## src/sv/ach_pkg.sv

```systemverilog
package ach_pkg;

  localparam int CAPACITY = 1024;
  localparam int AW       = $clog2(CAPACITY);  // bucket and table address width
  localparam int CW       = AW + 1;            // counts that reach CAPACITY
  localparam int RW       = 11;                // configuration register width
  localparam int KW       = 64;
  localparam int HW       = 32;
  localparam int IDX_W    = 8;
  localparam int CNT_W    = 5;

  localparam logic [HW-1:0] CRC_POLY = 32'h82F63B78;
  localparam logic [CNT_W-1:0] CRC_LAST = CNT_W'(KW / 8 - 1);
  localparam logic [CNT_W-1:0] DIV_LAST = CNT_W'(HW - 1);

  localparam logic [IDX_W-1:0] REG_ANCHOR_COUNT    = IDX_W'(0);
  localparam logic [IDX_W-1:0] REG_INITIAL_WORKING = IDX_W'(1);

  typedef enum logic [1:0] {
    KIND_LOOKUP = 2'd0,
    KIND_REMOVE = 2'd1,
    KIND_ADD    = 2'd2,
    KIND_INIT   = 2'd3
  } kind_t;

  typedef enum logic [4:0] {
    S_BOOT, S_BOOT_SWEEP, S_IDLE, S_DISPATCH,
    S_CRC1, S_DIVM, S_DIV1, S_RDB, S_CHKB,
    S_CRC2, S_DIVV, S_DIV2, S_RDH, S_TR,
    S_RMCHK, S_ADDWR, S_SWEEP, S_DONE
  } state_t;

  typedef enum logic [4:0] {
    CMD_NONE, CMD_ACCEPT, CMD_CRC, CMD_DIV_M, CMD_DIV_V, CMD_DIV,
    CMD_RD_B, CMD_DONE_B, CMD_REHASH, CMD_RD_H, CMD_TR_NEXT, CMD_B_FROM_H,
    CMD_RM_RD, CMD_RM_SETUP, CMD_RM_WR, CMD_REJECT, CMD_ADD_RD, CMD_ADD_WR,
    CMD_INIT_START, CMD_SWEEP, CMD_OUT_LOAD
  } cmd_t;

  typedef struct packed {
    kind_t kind;
    logic  crc_last;
    logic  div_last;
    logic  sweep_last;
    logic  anch_zero;
    logic  tr_more;
    logic  rm_reject;
    logic  stack_empty;
    logic  out_free;
  } status_t;

  // eight reflected CRC32C bit steps, no inversion
  function automatic logic [HW-1:0] crc_byte(input logic [HW-1:0] c_in,
                                             input logic [7:0] d);
    logic [HW-1:0] c;
    logic          fb;
    c = c_in;
    for (int j = 0; j < 8; j++) begin
      fb = c[0] ^ d[j];
      c  = c >> 1;
      if (fb) c = c ^ CRC_POLY;
    end
    return c;
  endfunction

endpackage

```

## src/sv/ach_ctrl.sv

```systemverilog
module ach_ctrl (
  input  logic             clk,
  input  logic             rst,
  input  logic             req_valid,
  output logic             req_ready,
  input  ach_pkg::status_t st,
  output ach_pkg::cmd_t    cmd
);

  ach_pkg::state_t state, state_next;

  always_ff @(posedge clk) begin
    if (rst) state <= ach_pkg::S_BOOT;
    else     state <= state_next;
  end

  always_comb begin
    state_next = state;
    cmd        = ach_pkg::CMD_NONE;
    req_ready  = 1'b0;
    case (state)
      ach_pkg::S_BOOT: begin
        cmd        = ach_pkg::CMD_INIT_START;
        state_next = ach_pkg::S_BOOT_SWEEP;
      end
      ach_pkg::S_BOOT_SWEEP: begin
        cmd = ach_pkg::CMD_SWEEP;
        if (st.sweep_last) state_next = ach_pkg::S_IDLE;
      end
      ach_pkg::S_IDLE: begin
        req_ready = 1'b1;
        if (req_valid) begin
          cmd        = ach_pkg::CMD_ACCEPT;
          state_next = ach_pkg::S_DISPATCH;
        end
      end
      ach_pkg::S_DISPATCH: begin
        case (st.kind)
          ach_pkg::KIND_LOOKUP: state_next = ach_pkg::S_CRC1;
          ach_pkg::KIND_REMOVE: begin
            cmd        = ach_pkg::CMD_RM_RD;
            state_next = ach_pkg::S_RMCHK;
          end
          ach_pkg::KIND_ADD: begin
            if (st.stack_empty) begin
              cmd        = ach_pkg::CMD_REJECT;
              state_next = ach_pkg::S_DONE;
            end else begin
              cmd        = ach_pkg::CMD_ADD_RD;
              state_next = ach_pkg::S_ADDWR;
            end
          end
          default: begin
            cmd        = ach_pkg::CMD_INIT_START;
            state_next = ach_pkg::S_SWEEP;
          end
        endcase
      end
      ach_pkg::S_CRC1: begin
        cmd = ach_pkg::CMD_CRC;
        if (st.crc_last) state_next = ach_pkg::S_DIVM;
      end
      ach_pkg::S_DIVM: begin
        cmd        = ach_pkg::CMD_DIV_M;
        state_next = ach_pkg::S_DIV1;
      end
      ach_pkg::S_DIV1: begin
        cmd = ach_pkg::CMD_DIV;
        if (st.div_last) state_next = ach_pkg::S_RDB;
      end
      ach_pkg::S_RDB: begin
        cmd        = ach_pkg::CMD_RD_B;
        state_next = ach_pkg::S_CHKB;
      end
      ach_pkg::S_CHKB: begin
        if (st.anch_zero) begin
          cmd        = ach_pkg::CMD_DONE_B;
          state_next = ach_pkg::S_DONE;
        end else begin
          cmd        = ach_pkg::CMD_REHASH;
          state_next = ach_pkg::S_CRC2;
        end
      end
      ach_pkg::S_CRC2: begin
        cmd = ach_pkg::CMD_CRC;
        if (st.crc_last) state_next = ach_pkg::S_DIVV;
      end
      ach_pkg::S_DIVV: begin
        cmd        = ach_pkg::CMD_DIV_V;
        state_next = ach_pkg::S_DIV2;
      end
      ach_pkg::S_DIV2: begin
        cmd = ach_pkg::CMD_DIV;
        if (st.div_last) state_next = ach_pkg::S_RDH;
      end
      ach_pkg::S_RDH: begin
        cmd        = ach_pkg::CMD_RD_H;
        state_next = ach_pkg::S_TR;
      end
      ach_pkg::S_TR: begin
        if (st.tr_more) begin
          cmd = ach_pkg::CMD_TR_NEXT;
        end else if (st.kind == ach_pkg::KIND_LOOKUP) begin
          cmd        = ach_pkg::CMD_B_FROM_H;
          state_next = ach_pkg::S_CHKB;
        end else begin
          cmd        = ach_pkg::CMD_RM_WR;
          state_next = ach_pkg::S_DONE;
        end
      end
      ach_pkg::S_RMCHK: begin
        if (st.rm_reject) begin
          cmd        = ach_pkg::CMD_REJECT;
          state_next = ach_pkg::S_DONE;
        end else begin
          cmd        = ach_pkg::CMD_RM_SETUP;
          state_next = ach_pkg::S_TR;
        end
      end
      ach_pkg::S_ADDWR: begin
        cmd        = ach_pkg::CMD_ADD_WR;
        state_next = ach_pkg::S_DONE;
      end
      ach_pkg::S_SWEEP: begin
        cmd = ach_pkg::CMD_SWEEP;
        if (st.sweep_last) state_next = ach_pkg::S_DONE;
      end
      ach_pkg::S_DONE: begin
        if (st.out_free) begin
          cmd        = ach_pkg::CMD_OUT_LOAD;
          state_next = ach_pkg::S_IDLE;
        end
      end
      default: state_next = ach_pkg::S_IDLE;
    endcase
  end

endmodule

```

## config.mk

```make
export PLATFORM = sky130hd
export DESIGN_NAME = ach_ctrl
export DESIGN_NICKNAME = d
export VERILOG_FILES = /design/src/sv/ach_pkg.sv /design/src/sv/ach_ctrl.sv
export SDC_FILE = /design/constraint.sdc
export NUM_CORES = 1
export LEC_CHECK = 0
export BUFFER_PORTS_ARGS = -buffer_cell sky130_fd_sc_hd__buf_2
export CAP_MARGIN = 20
export CORE_ASPECT_RATIO = 0.75
export CORE_MARGIN = 2
export CORE_UTILIZATION = 45
export CTS_BUF_LIST = sky130_fd_sc_hd__clkbuf_8
export DETAILED_ROUTE_END_ITERATION = 7
export GPL_TIMING_DRIVEN = 1
export PLACE_DENSITY = 0.76
export SKIP_CTS_REPAIR_TIMING = 1
export SLEW_MARGIN = 30
export SYNTH_ARGS = -nofsm -noshare
export SYNTH_HDL_FRONTEND = slang
export SYNTH_SLANG_ARGS = --single-unit
```

## constraint.sdc

```tcl
create_clock -name clk -period 1.95 [get_ports clk]
set_input_delay 0.2925 -clock clk [delete_from_list [all_inputs] [get_ports clk]]
set_output_delay 0.2925 -clock clk [all_outputs]
set_load 0.005 [all_outputs]
```

Yosys cells after proc, flatten, opt, wreduce, memory -nomap -nowiden --
Index checks and enable logic that the tools add are counted.
Operators by class: equality and inequality tests 28, mux-type cells 25, reductions and logical operators 6
Operators with widths (number):
- 5-bit case mux with 18 select lines | 1
- 5-bit two-way mux | 15
- 5-bit case mux with 15 select lines | 1
- 5-bit by 4-bit == test with 1-bit output, second input constant | 8
- 5-bit case mux with 3 select lines | 2
- 5-bit by 3-bit == test with 1-bit output, second input constant | 4
- 2-bit != test, second input constant | 9
- 5-bit by 2-bit == test with 1-bit output, second input constant | 2
- 5-bit == test, second input constant | 2
- 9-bit AND reduction | 1
- 3-bit two-way mux | 2
- 2-bit OR reduction | 3
- 5-bit by 1-bit == test with 1-bit output, second input constant | 1
- 5-bit logical NOT | 1
- 4-bit two-way mux | 1
- 2-bit by 1-bit == test with 1-bit output, second input constant | 1
- 2-bit == test, second input constant | 1
- 2-bit logical NOT | 1
- 1-bit two-way mux | 2
- 2-bit two-way mux | 1
Word-level totals: register bits 5, bits of input ports 13, output and inout port bits 6, word-level logic and storage cells 60

Longest topological paths before layout --
depth after elaboration 4, gate-level depth with buffers 7, mapped depth without buffers 5

Worst setup path before layout --
No wires, ideal clock.
path kind reg2out, from register state[2], to output cmd[1], data arrival time 1.473 ns, data required time 1.657 ns, slack 0.185 ns, cell stages (with the launch flop) 7, cells stage by stage dfxtp_1 clkbuf_1 clkbuf_1 inv_1 nand3b_1 a31oi_1 a221o_1
On the way: cells in the longest elaborated chain, start to end 3
Ends and longest elaborated chain:
- from (decl) | RTL line ach_ctrl.sv:10 | ach_pkg::state_t state, state_next;
- from (signal assigned) | RTL line ach_ctrl.sv:13 | if (rst) state <= ach_pkg::S_BOOT;
- from (signal assigned) | RTL line ach_ctrl.sv:14 | else state <= state_next;
- 5-bit == test (tied with other cells) | RTL line ach_ctrl.sv:21 | case (state)
- 2-bit OR reduction (no source line)
- 5-bit case mux with 15 select lines * | RTL line ach_ctrl.sv:21
- to (decl) | RTL line ach_ctrl.sv:7 | output ach_pkg::cmd_t cmd
Mark *: on every way between the ends. The rest lies on a longest branch, timed or not.

Final worst setup path --
Ends and elaborated chain as after synthesis.

==> results.json <==
{
  "htree_levels": 1,
  "timing.critical_path.from": "state[2]$_SDFFE_PP0P_",
  "drtAntennaViolNets": 0,
  "finalHoldViolCount": 0,
  "fin_cells": 166,
  "reg_top3": "state (5)",
  "post-route-drc-count": 0,
  "min_path_type": "input port to register",
  "largest_register": "state",
  "drt_iter0_drc": 43,
  "firstDrtPassIters": 4,
  "die_h_um": 41.5,
  "design.die.area_um2": 2240,
  "grt_max_degree": 18,
  "crit_required_ns": 1.66,
  "cp-start-kind": "register",
  "grt_pass1_wl_um": 4140,
  "finalCritPeriodShare_pct": 98.2,
  "status": "finished, final reports clean",
  "maxSlewHeadroom_pct": 65.1,
  "path_clk_slew_ns": 0.04,
  "crit_type": "register to output port",
  "wl_um": 2630,
  "final_common_cell": "buf_2",
  "finalSetupViolations": 0,
  "finalWeightedCongestion": 0.889,
  "die_x_um": 54.0,
  "r2r_slack_ns": 0.16,
  "r2r_cells": 6,
  "largest_reg_flops": 5,
  "tns_ns": 0,
  "synth-seq-area-share_pct": 11.9,
  "place_inst": 161,
  "gr-total-overflow": 0,
  "synth_area_um2": 845,
  "ys_warn_count": 0,
  "r2r_end": "state[1]$_SDFFE_PP0P_",
  "worst_slack_ns": 0.0358,
  "r2r-start": "state[3]$_SDFFE_PP0P_",
  "fillers": 168,
  "leakagePower_uw": 0.000412,
  "port_buffers": 18,
  "io_pins": 19,
  "antenna_found_initial": 0,
  "place_area_um2": 982,
  "tightest_slew_ns": 0.517,
  "cellPowerDensity_nw_per_um2": 1410,
  "start_util_pct": 48.1,
  "dp_hpwl_um": 1970,
  "numCtsBuffers": 3,
  "fin_crit_ns": 1.91,
  "stdcell_area_um2": 1080,
  "clkLatencyLatePin_ns": 0.22,
  "avgSynthCellArea_um2": 6.92,
  "core.rowCount": 13,
  "core-area_um2": 1760,
  "synthCells": 122,
  "grt_pass1_vias": 920,
  "final_util_pct": 61.3,
  "cts_tree": "done",
  "antennaDiodeCount": 0,
  "synth.ff_latch_count": 5,
  "post-place-ws_ns": 0.0471,
  "syn-num-nets": 135,
  "vias": 1067,
  "drv_cap": 0,
  "nets": 158,
  "drv_slew": 0,
  "cts_sinks": 5,
  "drive_gt1_share_pct": 31.9,
  "crit_end": "cmd[1]",
  "clockBufferDepth": 2,
  "vias_per_cell": 6.43,
  "detail_route.wl_per_cell_um": 15.9,
  "crit_fanout": 10,
  "globalRouteTotalUtil_pct": 24.8,
  "area_growth_pct": 27.6,
  "synth.distinct_cells": 44,
  "fin_skew_ns": 0.00418,
  "fmax_mhz": 522,
  "ir_worst_vdd_v": 0.000972,
  "layout_common_cells": "buf_2 (18), nand2_1 (15), buf_4 (10)",
  "critPathArrivalTime_ns": 1.62,
  "cts_root_buffer": "clkbuf_8",
  "endpoint_kind": "output port"
}
==> layout make-up <==
type	count	area (um^2)	area share, %
clock inverters	1	3.75	0.348
well taps	22	27.5	2.56
flip-flops and latches	5	113	10.5
clock buffers	3	41.3	3.83
repair buffers	30	188	17.4
inverters	4	15.0	1.39
multi-input cells	101	689	64.0
==> metal layers <==
metal	global-route usage, %	share of wire (%)	vias up
li1	-	-	506
met1	36.6	46	501
met2	36.8	45	56
met3	4.32	8.2	4
met4	6.00	1.1	0
met5	0	0	-
==> critical path, stage by stage (launching register included) <==
cell	delay (ns)
dfxtp_4	0.42
buf_4	0.18
and2_1	0.19
nand3_1	0.09
a31oi_1	0.24
a221o_1	0.17
buf_2	0.11
==> synthesized netlist by cell type <==
library cell | count | area share [%]
a21oi_2 | 1 | 1.0
a2111oi_4 | 1 | 3.3
o32ai_1 | 1 | 1.0
nor4bb_1 | 1 | 1.2
nor4b_1 | 2 | 2.1
nand4b_1 | 1 | 1.0
o21ai_0 | 8 | 4.7
a211oi_2 | 1 | 1.5
nor3_4 | 1 | 1.9
a221o_1 | 1 | 1.2
and2_1 | 1 | 0.74
a211oi_1 | 1 | 0.89
inv_1 | 4 | 1.8
buf_6 | 2 | 2.7
nor4_1 | 1 | 0.74
and3b_1 | 1 | 1.0
clkbuf_1 | 8 | 3.6
buf_2 | 2 | 1.2
nor2_1 | 7 | 3.1
or4b_4 | 1 | 1.6
nand3b_1 | 2 | 1.8
nand3_1 | 5 | 3.0
o31ai_1 | 2 | 1.8
dfxtp_1 | 5 | 12
a41oi_1 | 1 | 1.0
o211ai_1 | 5 | 4.4
mux2_2 | 1 | 1.3
a31oi_1 | 4 | 3.0
nor2b_1 | 4 | 3.0
a32o_1 | 1 | 1.2
xor2_1 | 1 | 1.0
or3_1 | 1 | 0.74
nand2_1 | 15 | 6.7
a21oi_1 | 8 | 4.7
a311oi_1 | 2 | 2.1
a22oi_1 | 1 | 0.89
nor3_1 | 4 | 2.4
and4_1 | 1 | 1.0
nor3b_1 | 4 | 3.6
o21ai_1 | 2 | 1.2
mux2i_1 | 2 | 2.4
or3b_1 | 1 | 1.0
a21o_1 | 3 | 2.7
o2bb2ai_1 | 1 | 1.0
==> through the flow <==
step / hold WS, ns / power [uW]
6_report: 0.279 / 1520
5_1_grt: 0.278 / 1640
4_1_cts: 0.281 / 1450
3_5_place_dp: 0.518 / 1250
3_3_place_gp: 0.519 / 1220
2_1_floorplan: 0.362 / 957
==> power breakdown <==
part	switching, uW	internal [uW]
Clock	53.8	135
Sequential	109	155
Combinational	572	493
==> worst min path at each step <==
stage,startpoint,end,cells after the start
finish,rst,state[3]$_SDFFE_PP0P_,2
global route,rst,state[3]$_SDFFE_PP0P_,2
CTS,rst,state[3]$_SDFFE_PP0P_,2
detailed placement,rst,state[3]$_SDFFE_PP0P_,2
global placement,rst,state[3]$_SDFFE_PP0P_,2
floorplan,rst,state[3]$_SDFFE_PP0P_,1
==> cell families (layout without fill, tap and decap cells) <==
family | Yosys count | after routing | share of synthesized area, %
flip-flops | 5 | 5 | 11.9
AND/OR/NAND/NOR | 53 | 53 | 36.6
AO/OA/AOI/OAI | 44 | 44 | 37.6
buffers and inverters | 16 | 38 | 9.18
XOR/XNOR | 1 | 1 | 1.04
multiplexers | 3 | 3 | 3.70
No activity file was read; power rests on OpenSTA's default activity.
